[src/hw/rtl/itf_pkg.sv]
// Shared types, codes and constants of the integer text formatter.
`default_nettype none

package itf_pkg;

    localparam int MAX_FIELD_DEF = 64;
    localparam int DIGIT_BUFFER  = 12;
    localparam int VALUE_W       = 32;
    localparam int DIG_W         = 4;
    localparam int LEN_W         = $clog2(DIGIT_BUFFER + 1);

    localparam logic [2:0] OP_SDEC = 3'd0;
    localparam logic [2:0] OP_UDEC = 3'd1;
    localparam logic [2:0] OP_OCT  = 3'd2;
    localparam logic [2:0] OP_LHEX = 3'd3;
    localparam logic [2:0] OP_UHEX = 3'd4;
    localparam logic [2:0] OP_PTR  = 3'd5;

    localparam int FLAG_LEFT  = 0;
    localparam int FLAG_ZPAD  = 1;
    localparam int FLAG_PLUS  = 2;
    localparam int FLAG_SPACE = 3;
    localparam int FLAG_ALT   = 4;

    localparam logic [7:0] CH_ZERO  = 8'h30;
    localparam logic [7:0] CH_LA    = 8'h61;
    localparam logic [7:0] CH_UA    = 8'h41;
    localparam logic [7:0] CH_MINUS = 8'h2d;
    localparam logic [7:0] CH_PLUS  = 8'h2b;
    localparam logic [7:0] CH_SPACE = 8'h20;
    localparam logic [7:0] CH_LX    = 8'h78;
    localparam logic [7:0] CH_UX    = 8'h58;

    typedef enum logic [1:0] {
        BASE_DEC,
        BASE_OCT,
        BASE_HEX
    } t_base;

    typedef struct packed {
        logic start;
        logic pop;
    } t_dig_ctl;

    typedef struct packed {
        logic             ready;
        logic [LEN_W-1:0] len;
    } t_dig_stat;

endpackage

`default_nettype wire

[src/hw/rtl/itf_digits.sv]
// Digit engine: bit-serial binary to decimal, direct octal or hex digits, leading-zero scan.
`default_nettype none

module itf_digits
    import itf_pkg::*;
(
    input  wire logic               i_clk,
    input  wire logic               i_rst_n,
    input  t_dig_ctl                i_ctl,
    input  logic [VALUE_W-1:0]      i_mag,
    input  t_base                   i_base,
    input  logic                    i_extra,
    output t_dig_stat               o_stat,
    output logic [DIG_W-1:0]        o_digit
);

    localparam int DW    = DIG_W * DIGIT_BUFFER;
    localparam int OW    = 3 * DIGIT_BUFFER;
    localparam int BIT_W = $clog2(VALUE_W);

    typedef enum logic [1:0] {
        S_IDLE,
        S_CONV,
        S_SCAN,
        S_READY
    } t_state;

    t_state             r_state, n_state;
    logic [DW-1:0]      r_dig, n_dig;
    logic [VALUE_W-1:0] r_mag, n_mag;
    logic [BIT_W-1:0]   r_bit, n_bit;
    logic [LEN_W-1:0]   r_scan, n_scan;
    logic [LEN_W-1:0]   r_len, n_len;
    logic               r_extra, n_extra;

    logic [OW-1:0]      oct_x;
    logic [DW-1:0]      oct_dig;
    logic [DW-1:0]      adj_dig;
    logic               top_zero;

    assign oct_x    = OW'(i_mag);
    assign top_zero = (r_dig[DW-1 -: DIG_W] == '0);

    always_comb begin
        for (int i = 0; i < DIGIT_BUFFER; i++) begin
            oct_dig[DIG_W*i +: DIG_W] = {1'b0, oct_x[3*i +: 3]};
            if (r_dig[DIG_W*i +: DIG_W] >= 4'd5) begin
                adj_dig[DIG_W*i +: DIG_W] = r_dig[DIG_W*i +: DIG_W] + 4'd3;
            end else begin
                adj_dig[DIG_W*i +: DIG_W] = r_dig[DIG_W*i +: DIG_W];
            end
        end
    end

    always_comb begin
        n_state = r_state;
        n_dig   = r_dig;
        n_mag   = r_mag;
        n_bit   = r_bit;
        n_scan  = r_scan;
        n_len   = r_len;
        n_extra = r_extra;
        if (i_ctl.start) begin
            n_mag   = i_mag;
            n_extra = i_extra;
            n_scan  = '0;
            n_bit   = '0;
            unique case (i_base)
                BASE_DEC: begin
                    n_dig   = '0;
                    n_state = S_CONV;
                end
                BASE_OCT: begin
                    n_dig   = oct_dig;
                    n_state = S_SCAN;
                end
                default: begin
                    n_dig   = DW'(i_mag);
                    n_state = S_SCAN;
                end
            endcase
        end else begin
            unique case (r_state)
                S_CONV: begin
                    n_dig = {adj_dig[DW-2:0], r_mag[VALUE_W-1]};
                    n_mag = {r_mag[VALUE_W-2:0], 1'b0};
                    n_bit = r_bit + BIT_W'(1);
                    if (r_bit == BIT_W'(VALUE_W - 1)) begin
                        n_state = S_SCAN;
                    end
                end
                S_SCAN: begin
                    if (!top_zero || r_scan == LEN_W'(DIGIT_BUFFER)) begin
                        n_len   = LEN_W'(DIGIT_BUFFER) - r_scan + LEN_W'(r_extra);
                        n_state = S_READY;
                        if (r_extra) begin
                            n_dig = r_dig >> DIG_W;
                        end
                    end else begin
                        n_dig  = r_dig << DIG_W;
                        n_scan = r_scan + LEN_W'(1);
                    end
                end
                S_READY: begin
                    if (i_ctl.pop) begin
                        n_dig = r_dig << DIG_W;
                    end
                end
                default: begin
                end
            endcase
        end
    end

    always_ff @(posedge i_clk) begin
        if (!i_rst_n) begin
            r_state <= S_IDLE;
        end else begin
            r_state <= n_state;
            r_dig   <= n_dig;
            r_mag   <= n_mag;
            r_bit   <= n_bit;
            r_scan  <= n_scan;
            r_len   <= n_len;
            r_extra <= n_extra;
        end
    end

    assign o_stat.ready = (r_state == S_READY);
    assign o_stat.len   = r_len;
    assign o_digit      = r_dig[DW-1 -: DIG_W];

endmodule

`default_nettype wire

[src/hw/rtl/integer_text_formatter_top.sv]
// Decimal runs the bit-serial conversion (octal and hex skip it), then the leading-zero scan.
// Then setup in S_WAIT, S_PLAN1 and S_PLAN2, then one character per cycle, strobe registered.
// A new transaction is accepted only when busy is low, after the previous one has chosen its
// last character; busy stays high through conversion, scan, setup and emit.
// Reset: synchronous active-low, clears both sequencers; busy low and no strobe after reset.
// The receiver cannot stall: characters leave one per cycle; busy holds off start.
`default_nettype none

module integer_text_formatter_top
    import itf_pkg::*;
#(
    parameter int MAX_FIELD = MAX_FIELD_DEF
)
(
    input  wire logic           i_clk,
    input  wire logic           i_rst_n,
    input  logic                start,
    output logic                busy,
    input  logic [VALUE_W-1:0]  i_value,
    input  logic [2:0]          i_opcode,
    input  logic [4:0]          i_flag_bits,
    input  logic [6:0]          i_field_width,
    input  logic signed [6:0]   i_precision,
    output logic                o_strobe,
    output logic [7:0]          o_out_char,
    output logic                o_last,
    output logic [6:0]          o_total_count
);

    localparam int CW = $clog2(MAX_FIELD + 1);
    localparam int XW = (CW > 7) ? CW : 7;

    typedef enum logic [2:0] {
        S_IDLE,
        S_WAIT,
        S_PLAN1,
        S_PLAN2,
        S_EMIT
    } t_state;

    function automatic logic [7:0] f_ascii(input logic [3:0] d, input logic cap);
        logic [7:0] base;
        if (d < 4'd10) begin
            base = CH_ZERO;
        end else begin
            base = (cap ? CH_UA : CH_LA) - 8'd10;
        end
        return base + {4'h0, d};
    endfunction

    t_state            r_state, n_state;
    logic              r_left, n_left;
    logic              r_zpad, n_zpad;
    logic              r_cap, n_cap;
    logic [15:0]       r_pre, n_pre;
    logic [1:0]        r_plen, n_plen;
    logic [CW-1:0]     r_w, n_w;
    logic [CW-1:0]     r_prec, n_prec;
    logic [CW-1:0]     r_n, n_n;
    logic [CW-1:0]     r_c_lsp, n_c_lsp;
    logic [1:0]        r_c_pre, n_c_pre;
    logic [CW-1:0]     r_c_zp, n_c_zp;
    logic [CW-1:0]     r_c_pz, n_c_pz;
    logic [LEN_W-1:0]  r_c_dig, n_c_dig;
    logic [CW-1:0]     r_c_rsp, n_c_rsp;
    logic [CW-1:0]     r_remain, n_remain;
    logic [CW-1:0]     r_total, n_total;
    logic              r_strobe, n_strobe;
    logic [7:0]        r_char, n_char;
    logic              r_last, n_last;
    logic [6:0]        r_count, n_count;

    logic              accept;
    logic              f_left, f_zpad, f_plus, f_space, f_alt;
    logic              a_signed, a_cap, a_hexpre, a_octpre, a_prec_on;
    t_base             a_base;
    logic [VALUE_W-1:0] a_mag;
    logic [XW-1:0]     w_x, p_x;
    logic [CW-1:0]     len_x, pad;
    logic              dig_sel;
    t_dig_ctl          dig_ctl;
    t_dig_stat         dig_stat;
    logic [DIG_W-1:0]  dig_top;

    assign accept  = start && !busy;
    assign busy    = (r_state != S_IDLE);
    assign f_left  = i_flag_bits[FLAG_LEFT];
    assign f_zpad  = i_flag_bits[FLAG_ZPAD];
    assign f_plus  = i_flag_bits[FLAG_PLUS];
    assign f_space = i_flag_bits[FLAG_SPACE];
    assign f_alt   = i_flag_bits[FLAG_ALT];
    assign w_x     = XW'(i_field_width);
    assign p_x     = XW'(i_precision[5:0]);
    assign a_prec_on = !i_precision[6];
    assign a_mag   = (a_signed && i_value[VALUE_W-1]) ? (VALUE_W'(0) - i_value) : i_value;
    assign len_x   = CW'(dig_stat.len);
    assign pad     = (r_w > r_n) ? (r_w - r_n) : '0;

    always_comb begin
        a_signed = 1'b0;
        a_cap    = 1'b0;
        a_hexpre = 1'b0;
        a_octpre = 1'b0;
        a_base   = BASE_DEC;
        unique case (i_opcode) inside
            OP_SDEC: begin
                a_signed = 1'b1;
            end
            OP_OCT: begin
                a_base   = BASE_OCT;
                a_octpre = f_alt;
            end
            OP_LHEX: begin
                a_base   = BASE_HEX;
                a_hexpre = f_alt;
            end
            OP_UHEX: begin
                a_base   = BASE_HEX;
                a_hexpre = f_alt;
                a_cap    = 1'b1;
            end
            OP_PTR: begin
                a_base   = BASE_HEX;
                a_hexpre = 1'b1;
            end
            OP_UDEC: begin
                a_base   = BASE_DEC;
            end
            default: begin
                a_base   = BASE_DEC;
            end
        endcase
    end

    assign dig_sel     = (r_state == S_EMIT) && (r_c_lsp == '0) && (r_c_pre == '0)
                         && (r_c_zp == '0) && (r_c_pz == '0) && (r_c_dig != '0);
    assign dig_ctl.start = accept;
    assign dig_ctl.pop   = dig_sel;

    itf_digits u_digits (
        .i_clk   (i_clk),
        .i_rst_n (i_rst_n),
        .i_ctl   (dig_ctl),
        .i_mag   (a_mag),
        .i_base  (a_base),
        .i_extra (a_octpre || (i_value == '0)),
        .o_stat  (dig_stat),
        .o_digit (dig_top)
    );

    always_comb begin
        n_state  = r_state;
        n_left   = r_left;
        n_zpad   = r_zpad;
        n_cap    = r_cap;
        n_pre    = r_pre;
        n_plen   = r_plen;
        n_w      = r_w;
        n_prec   = r_prec;
        n_n      = r_n;
        n_c_lsp  = r_c_lsp;
        n_c_pre  = r_c_pre;
        n_c_zp   = r_c_zp;
        n_c_pz   = r_c_pz;
        n_c_dig  = r_c_dig;
        n_c_rsp  = r_c_rsp;
        n_remain = r_remain;
        n_total  = r_total;
        n_strobe = 1'b0;
        n_char   = r_char;
        n_last   = 1'b0;
        n_count  = '0;
        unique case (r_state)
            S_IDLE: begin
                if (accept) begin
                    n_left = f_left;
                    n_zpad = f_zpad && !f_left && !a_prec_on;
                    n_cap  = a_cap;
                    n_w    = (w_x > XW'(MAX_FIELD)) ? CW'(MAX_FIELD) : CW'(w_x);
                    if (!a_prec_on) begin
                        n_prec = '0;
                    end else if (p_x > XW'(MAX_FIELD - 2)) begin
                        n_prec = CW'(MAX_FIELD - 2);
                    end else begin
                        n_prec = CW'(p_x);
                    end
                    n_pre  = '0;
                    n_plen = '0;
                    if (a_signed && i_value[VALUE_W-1]) begin
                        n_pre  = {CH_MINUS, 8'h00};
                        n_plen = 2'd1;
                    end else if (a_signed && f_plus) begin
                        n_pre  = {CH_PLUS, 8'h00};
                        n_plen = 2'd1;
                    end else if (a_signed && f_space) begin
                        n_pre  = {CH_SPACE, 8'h00};
                        n_plen = 2'd1;
                    end else if (a_hexpre && i_value != '0) begin
                        n_pre  = {CH_ZERO, (a_cap ? CH_UX : CH_LX)};
                        n_plen = 2'd2;
                    end
                    n_state = S_WAIT;
                end
            end
            S_WAIT: begin
                if (dig_stat.ready) begin
                    n_state = S_PLAN1;
                end
            end
            S_PLAN1: begin
                n_n     = ((r_prec > len_x) ? r_prec : len_x) + CW'(r_plen);
                n_c_pz  = (r_prec > len_x) ? (r_prec - len_x) : '0;
                n_c_dig = dig_stat.len;
                n_state = S_PLAN2;
            end
            S_PLAN2: begin
                n_total  = (r_w > r_n) ? r_w : r_n;
                n_remain = (r_w > r_n) ? r_w : r_n;
                n_c_lsp  = (!r_left && !r_zpad) ? pad : '0;
                n_c_zp   = r_zpad ? pad : '0;
                n_c_rsp  = r_left ? pad : '0;
                n_c_pre  = r_plen;
                n_state  = S_EMIT;
            end
            S_EMIT: begin
                n_strobe = 1'b1;
                if (r_c_lsp != '0) begin
                    n_char  = CH_SPACE;
                    n_c_lsp = r_c_lsp - CW'(1);
                end else if (r_c_pre != '0) begin
                    n_char  = r_pre[15:8];
                    n_pre   = {r_pre[7:0], 8'h00};
                    n_c_pre = r_c_pre - 2'd1;
                end else if (r_c_zp != '0) begin
                    n_char  = CH_ZERO;
                    n_c_zp  = r_c_zp - CW'(1);
                end else if (r_c_pz != '0) begin
                    n_char  = CH_ZERO;
                    n_c_pz  = r_c_pz - CW'(1);
                end else if (r_c_dig != '0) begin
                    n_char  = f_ascii(dig_top, r_cap);
                    n_c_dig = r_c_dig - LEN_W'(1);
                end else begin
                    n_char  = CH_SPACE;
                    n_c_rsp = r_c_rsp - CW'(1);
                end
                n_remain = r_remain - CW'(1);
                if (r_remain == CW'(1)) begin
                    n_last  = 1'b1;
                    n_count = 7'(r_total);
                    n_state = S_IDLE;
                end
            end
            default: begin
                n_state = S_IDLE;
            end
        endcase
    end

    always_ff @(posedge i_clk) begin
        if (!i_rst_n) begin
            r_state  <= S_IDLE;
            r_strobe <= 1'b0;
            r_last   <= 1'b0;
            r_count  <= '0;
        end else begin
            r_state  <= n_state;
            r_strobe <= n_strobe;
            r_last   <= n_last;
            r_count  <= n_count;
            r_left   <= n_left;
            r_zpad   <= n_zpad;
            r_cap    <= n_cap;
            r_pre    <= n_pre;
            r_plen   <= n_plen;
            r_w      <= n_w;
            r_prec   <= n_prec;
            r_n      <= n_n;
            r_c_lsp  <= n_c_lsp;
            r_c_pre  <= n_c_pre;
            r_c_zp   <= n_c_zp;
            r_c_pz   <= n_c_pz;
            r_c_dig  <= n_c_dig;
            r_c_rsp  <= n_c_rsp;
            r_remain <= n_remain;
            r_total  <= n_total;
            r_char   <= n_char;
        end
    end

    assign o_strobe      = r_strobe;
    assign o_out_char    = r_char;
    assign o_last        = r_last;
    assign o_total_count = r_count;

endmodule

`default_nettype wire

[config.mk]
export PLATFORM = sky130hd
export DESIGN_NAME = integer_text_formatter_top
export DESIGN_NICKNAME = d
export VERILOG_FILES = /design/src/hw/rtl/itf_pkg.sv /design/src/hw/rtl/itf_digits.sv /design/src/hw/rtl/integer_text_formatter_top.sv
export SDC_FILE = /design/constraint.sdc
export NUM_CORES = 1
export LEC_CHECK = 0
export CORE_ASPECT_RATIO = 1.2
export CORE_MARGIN = 3
export CORE_UTILIZATION = 30
export CTS_CLUSTER_SIZE = 28
export DETAILED_ROUTE_END_ITERATION = 10
export DONT_BUFFER_PORTS = 1
export GPL_ROUTABILITY_DRIVEN = 1
export GPL_TIMING_DRIVEN = 0
export SYNTH_ARGS = -nofsm -noshare
export SYNTH_HDL_FRONTEND = slang
export SYNTH_SLANG_ARGS = --single-unit
export TNS_END_PERCENT = 50
[constraint.sdc]
create_clock -name i_clk -period 5.5 [get_ports i_clk]
set_input_delay 0.825 -clock i_clk [delete_from_list [all_inputs] [get_ports i_clk]]
set_output_delay 0.825 -clock i_clk [all_outputs]
set_load 0.05 [all_outputs]
# After elaboration in Yosys (flattened, before gate mapping)
# Index checks and enable logic that the tools add are counted.
[word_totals]
ff_bits = 199
latch_bits = 0
ram_bits = 0
rom_bits = 0
in_bits = 57
out_inout_bits = 18
word_cells = 262
mem_count = 0
[classes]
addsub = 28
multipliers = 0
n_div = 0
n_lt_le_gt_ge = 17
eq_ne = 32
shift = 0
n_mux = 90
bitwise = 1
n_reduce_logical = 66
[ops]
columns = ["cell", "n"]
rows = [
  ["two-way mux 48 bit", 4],
  ["one-hot mux 48 bit (3 select lines)", 1],
  ["two-way mux 7 bit", 14],
  ["two-way mux 32 bit", 3],
  ["two-way mux 8 bit", 11],
  ["one-hot mux 42 bit (2 select lines)", 1],
  ["two-way mux 4 bit", 18],
  ["two-way mux 14 bit", 4],
  ["one-hot mux 7 bit (2 select lines)", 4],
  [">= comparator 4 x 3 -> 1 bit (second input constant)", 12],
  ["two-way mux 16 bit", 3],
  ["adder 4 x 2 -> 4 bit (second input constant)", 11],
  ["logical NOT 32 bit", 1],
  ["one-hot mux 16 bit (2 select lines)", 1],
  ["nonzero test 32 bit", 1],
  ["subtractor 1 x 32 -> 32 bit (first input constant)", 1],
  ["subtractor 7 x 1 -> 7 bit (second input constant)", 4],
  ["logical NOT 7 bit", 3],
  ["nonzero test 7 bit", 3],
  ["two-way mux 6 bit", 3],
  ["AND reduction 3 bit", 6],
  ["one-hot mux 3 bit (5 select lines)", 1],
  ["two-way mux 2 bit", 7],
  ["!= test 2 bit (second input constant)", 7],
  ["52 further kinds", 110],
]

# Depth between registers and ports, before layout
[logic_depth]
word_depth = 14
mapped_depth = 14
ltp_nobuf = 13

# Cells and area by module
# A second synthesis with hierarchy kept.
[hier_totals]
hier_cells = 1195
hier_area_um2 = 12130.4
[modules_own_cells]
columns = ["mod", "n_inst", "cells_each", "area_each_um2", "seq_area_each_um2"]
rows = [
  ["itf_digits", 1, 612, 6276.0, 2862.7],
  ["integer_text_formatter_top", 1, 583, 5854.4, 2732.6],
]

# Worst setup path before layout
# Ideal clock, no wire load.
[synth_path]
kind = "register to register"
from = "reg r_state[1]"
to = "reg u_digits.r_dig[0] (enable)"
setup_time_ps = 471
t_arrival_ps = 4315
required_time_ps = 5029
slack_ps = 714
stages_incl_launch_ff = 8
path_buffers = 4
period_less_slack_ps = 4786
path_cell_list = "dfxtp_1 -> clkbuf_1 -> or3_1 -> or2_2 -> clkbuf_1 -> clkbuf_1 -> clkbuf_1 -> o22ai_1"
[synth_between]
word_cells_on_any_way = 13
classes_between = "eq/ne (3); reduce/logical (10)"
[synth_rtl]
columns = ["item", "line_no", "text"]
rows = [
  ["start: declaration", "integer_text_formatter_top.sv:51", "t_state r_state, n_state;"],
  ["start signal: assignment", "integer_text_formatter_top.sv:267", "r_state <= n_state;"],
  ["nonzero test 3 bit (*)", "integer_text_formatter_top.sv:86", "assign busy = (r_state != S_IDLE);"],
  ["via busy", "integer_text_formatter_top.sv:18", "output logic busy,"],
  ["logical NOT 1 bit (*)", "integer_text_formatter_top.sv:85", "assign accept = start && !busy;"],
  ["logical AND 1 bit (*)", "integer_text_formatter_top.sv:85", ""],
  ["!= test 4 x 3 -> 1 bit (no line), or another cell as far along", "-", ""],
  ["AND reduction 4 bit (no line) (*)", "-", ""],
  ["end signal: assignment", "itf_digits.sv:120", "r_dig <= n_dig;"],
  ["end: declaration", "itf_digits.sv:29", "logic [DW-1:0] r_dig, n_dig;"],
]
# The timed path passes the listed nets; every way through them passes the cells marked *.
# A chain may end at the register's enable or synchronous reset.

# Final worst setup path
[layout_path]
from = "reg u_digits.r_dig[45]"
to = "reg u_digits.r_dig[15] (enable)"
[layout_between]
elab_chain_len = 5
[layout_lines]
columns = ["item", "line_no", "text"]
rows = [
  ["logical NOT 4 bit", "itf_digits.sv:42", "assign top_zero = (r_dig[DW-1 -: DIG_W] == '0);"],
  ["logical NOT 1 bit", "itf_digits.sv:93", "if (!top_zero || r_scan == LEN_W'(DIGIT_BUFFER)) begin"],
  ["logical OR 1 bit", "itf_digits.sv:93", ""],
  ["!= test 4 x 3 -> 1 bit (no line)", "-", ""],
  ["AND reduction 4 bit (no line)", "-", ""],
]
# No other way between the ends.

==> results.cfg <==
[sta]
hold_viol = 0
max_freq_mhz = 243
clock_skew_ns = 0.0152
relSlewSlack = 0.273
period_minus_slack_ns = 4.12
period_share = 0.748
tightestPinTransition_ns = 1.08
rsz0062_at_grt = false
setup_viol = 0
finalMaxSlewViolations = 0
fin_ws_ns = 1.38

[placement]
portBuffers = 0
pre_cts_ws_ns = 1.45
hpwl_um = 25700
dpl.cell_count = 1763
place_congestion = 0.879
post_dp_cell_area_um2 = 13000

[power_and_ir_drop]
irDropWorstVdd_mv = 0.247
p_per_area_nw_per_um2 = 306
leakagePower_nw = 4.94
total_power_w = 0.00417

[critical_path]
cp.arrival_ns = 4.29
worstPathMaxFanout = 27
end_kind = flop
crit_path_start_kind = flop
criticalPathCategory = reg2reg
required_ns = 5.67

[floorplanning]
rows = 80
fp.dieH_um = 228
ios = 75
dieArea_um2 = 43500
die_x_um = 191
initial_utilization = 0.306
core_um2 = 40100

[route]
met2WireLength_um = 16700
dr.pass1.iters = 6
wl_um = 34600
final_antenna_net_count = 0
routedWlPerCell_um = 19.3
wl_met3_um = 2300
drt-initial-drc-count = 723
routed_via_density = 5.37
m1WireLength_um = 14200
drc_errors = 0
vias = 9646
highest_layer = met5

[clock_tree]
cts.sinks = 191
root_buffer = clkbuf_16
numCtsBuffers = 17
clk_latency_ns = 0.47
cts_resized = 0
ctsHoldBuffers = 0
post-cts-setup-buffer-count = 0
cts.path.max_buffers = 2
h-tree-depth = 4
cts_tree = yes
clk_pin_slew_ns = 0.08

[grt]
grt_pass1_wl_um = 53800
grt_usage = 0.159
grt_pass1_vias = 9587
grt_overflow = 0
grt_max_degree = 34
antenna_found_initial = 1

[synthesis]
synthesis.area_um2 = 12300
ys.flop_type = edfxtp_1
ys_types = 71
async_reset_ff_frac = 0
synth_cells = 1227
synth_edf_count = 177
syn-mean-instance-area_um2 = 10.0
ys_ff_latch = 191
yosysSeqAreaShare = 0.455
synth_warnings = 0
syn-num-nets = 1347

[final_layout]
nFillCells = 4072
drive_gt1_frac = 0.0761
fin_cells = 1795
finalInstanceArea_um2 = 13600
nNetsFinal = 1369
antennaDiodeCount = 0
finish.utilization = 0.340
syn2layout_area_growth_pct = 10.8

[outcome]
status = completed

[flow_run]
drv_cap = 0

[min_path]
hold_class = reg2reg
-- metal layers --
metal	vias up	GRT usage
met2	357	0.262
met4	2	0.0757
met1	4614	0.197
li1	4582	-
met5	-	0
met3	91	0.0344
-- cells by family after synthesis --
| group | share of synthesized area |
|---|---|
| AO/OA/AOI/OAI | 0.173 |
| XOR/XNOR | 0.0612 |
| adder cells (fa/ha/maj) | 0.0659 |
| buffers and inverters | 0.0430 |
| flip-flops | 0.455 |
| multiplexers | 0.0528 |
| other | 0.000305 |
| AND/OR/NAND/NOR | 0.149 |
-- cell type report --
cell class              instances  area [um2]  share of cell area
plain buffers                  65         251              0.0184
clock buffers                  17         425              0.0312
clock inverters                15         161              0.0118
inverters                      74         278              0.0204
multi-input cells             897        6200               0.455
flip-flops and latches        191        5600               0.410
well taps                     533         667              0.0489
repair buffers                  3        55.1             0.00404
-- layout by cell type, fill, tap and decap left out, drive strengths merged, types with 6 or more instances in the layout --
master	netlist	final
edfxtp	177	177
nand2	121	121
a21oi	98	98
inv	74	83
clkbuf	61	78
o21ai	75	75
nor2	69	69
ha	60	60
xor2	48	48
a221oi	42	42
mux2	39	39
xnor2	38	38
nand2b	26	26
mux2i	21	21
nor2b	20	20
and2	19	19
nor3	19	19
o22ai	18	18
nand3	15	15
dfxtp	14	14
or3	13	13
o31ai	12	12
a22oi	11	11
nand3b	10	10
a21o	9	9
nor3b	9	9
o41ai	9	9
buf	4	7
and3	6	6
or2	6	6
a222oi	6	6
-- sequential cells by signal, summed over array words and instances (netlist names), 2 cells and up --
name              cells
o_total_count         7
u_digits.r_dig       48
r_n                   7
u_digits.r_scan       4
r_c_lsp               7
r_c_pre               2
r_prec                6
r_c_zp                7
u_digits.r_bit        5
u_digits.r_mag       32
r_state               3
u_digits.r_len        4
r_plen                2
r_c_dig               4
r_total               7
r_pre                 9
r_c_pz                7
r_w                   7
r_remain              7
o_out_char            8
u_digits.r_state      2
-- where the power goes --
| group | internal, W | switching, W | total, W |
|---|---|---|---|
| clock | 0.000611 | 0.000653 | 0.00126 |
| combinational | 0.000414 | 0.000595 | 0.00101 |
| sequential | 0.00177 | 0.000133 | 0.00190 |
| total | 0.00279 | 0.00138 | 0.00417 |
-- cells in the mapped netlist, types with 6 or more instances --
library cell,n,area share
edfxtp_1,177,0.43
a22oi_1,11,0.0067
nor2b_1,20,0.010
ha_1,60,0.061
nand3b_1,10,0.0061
nor3_1,19,0.0077
inv_1,74,0.023
and2_1,19,0.0097
mux2_2,38,0.035
a222oi_1,6,0.0049
nand2b_1,26,0.013
nand2_1,121,0.037
mux2i_1,21,0.017
xnor2_1,38,0.027
o21ai_1,12,0.0049
clkbuf_1,61,0.019
o31ai_1,11,0.0067
nand3_1,14,0.0057
or2_2,6,0.0031
o22ai_1,18,0.0092
a21o_1,9,0.0055
o41ai_1,7,0.0050
or3_1,13,0.0066
nor3b_1,9,0.0055
nor2_1,69,0.021
dfxtp_1,14,0.023
o21ai_0,63,0.026
a221oi_1,42,0.030
a21oi_1,98,0.040
xor2_1,48,0.034
and3_1,6,0.0031
-- per-stage QoR --
step | setup TNS, ns | hold WS [ns]
2_1_floorplan | 0 | 0.420
3_3_place_gp | -61.54 | 0.432
3_5_place_dp | 0 | 0.429
4_1_cts | 0 | 0.418
5_1_grt | 0 | 0.421
6_report | 0 | 0.443
-- path summary, 6_finish.rpt --
check / from / to / slack (ns) / cells after the start
max: u_digits.r_dig[45] / u_digits.r_dig[15] / 1.38 / 9
min: r_total[6] / o_total_count[6] / 0.44 / 1
max reg2reg: u_digits.r_dig[45] / u_digits.r_dig[15] / 1.38 / 9
min reg2reg: r_total[6] / o_total_count[6] / 0.44 / 1
-- worst max-delay path, cell delays in order (launching register included) --
cell	delay, ns
edfxtp_1	0.36
clkbuf_1	0.22
inv_1	0.19
ha_1	0.25
nor3b_1	0.68
a21boi_1	0.49
clkbuf_1	0.41
a21o_1	0.29
o22ai_4	0.63
buf_12	0.28
No activity file was read; power rests on OpenSTA's default activity.
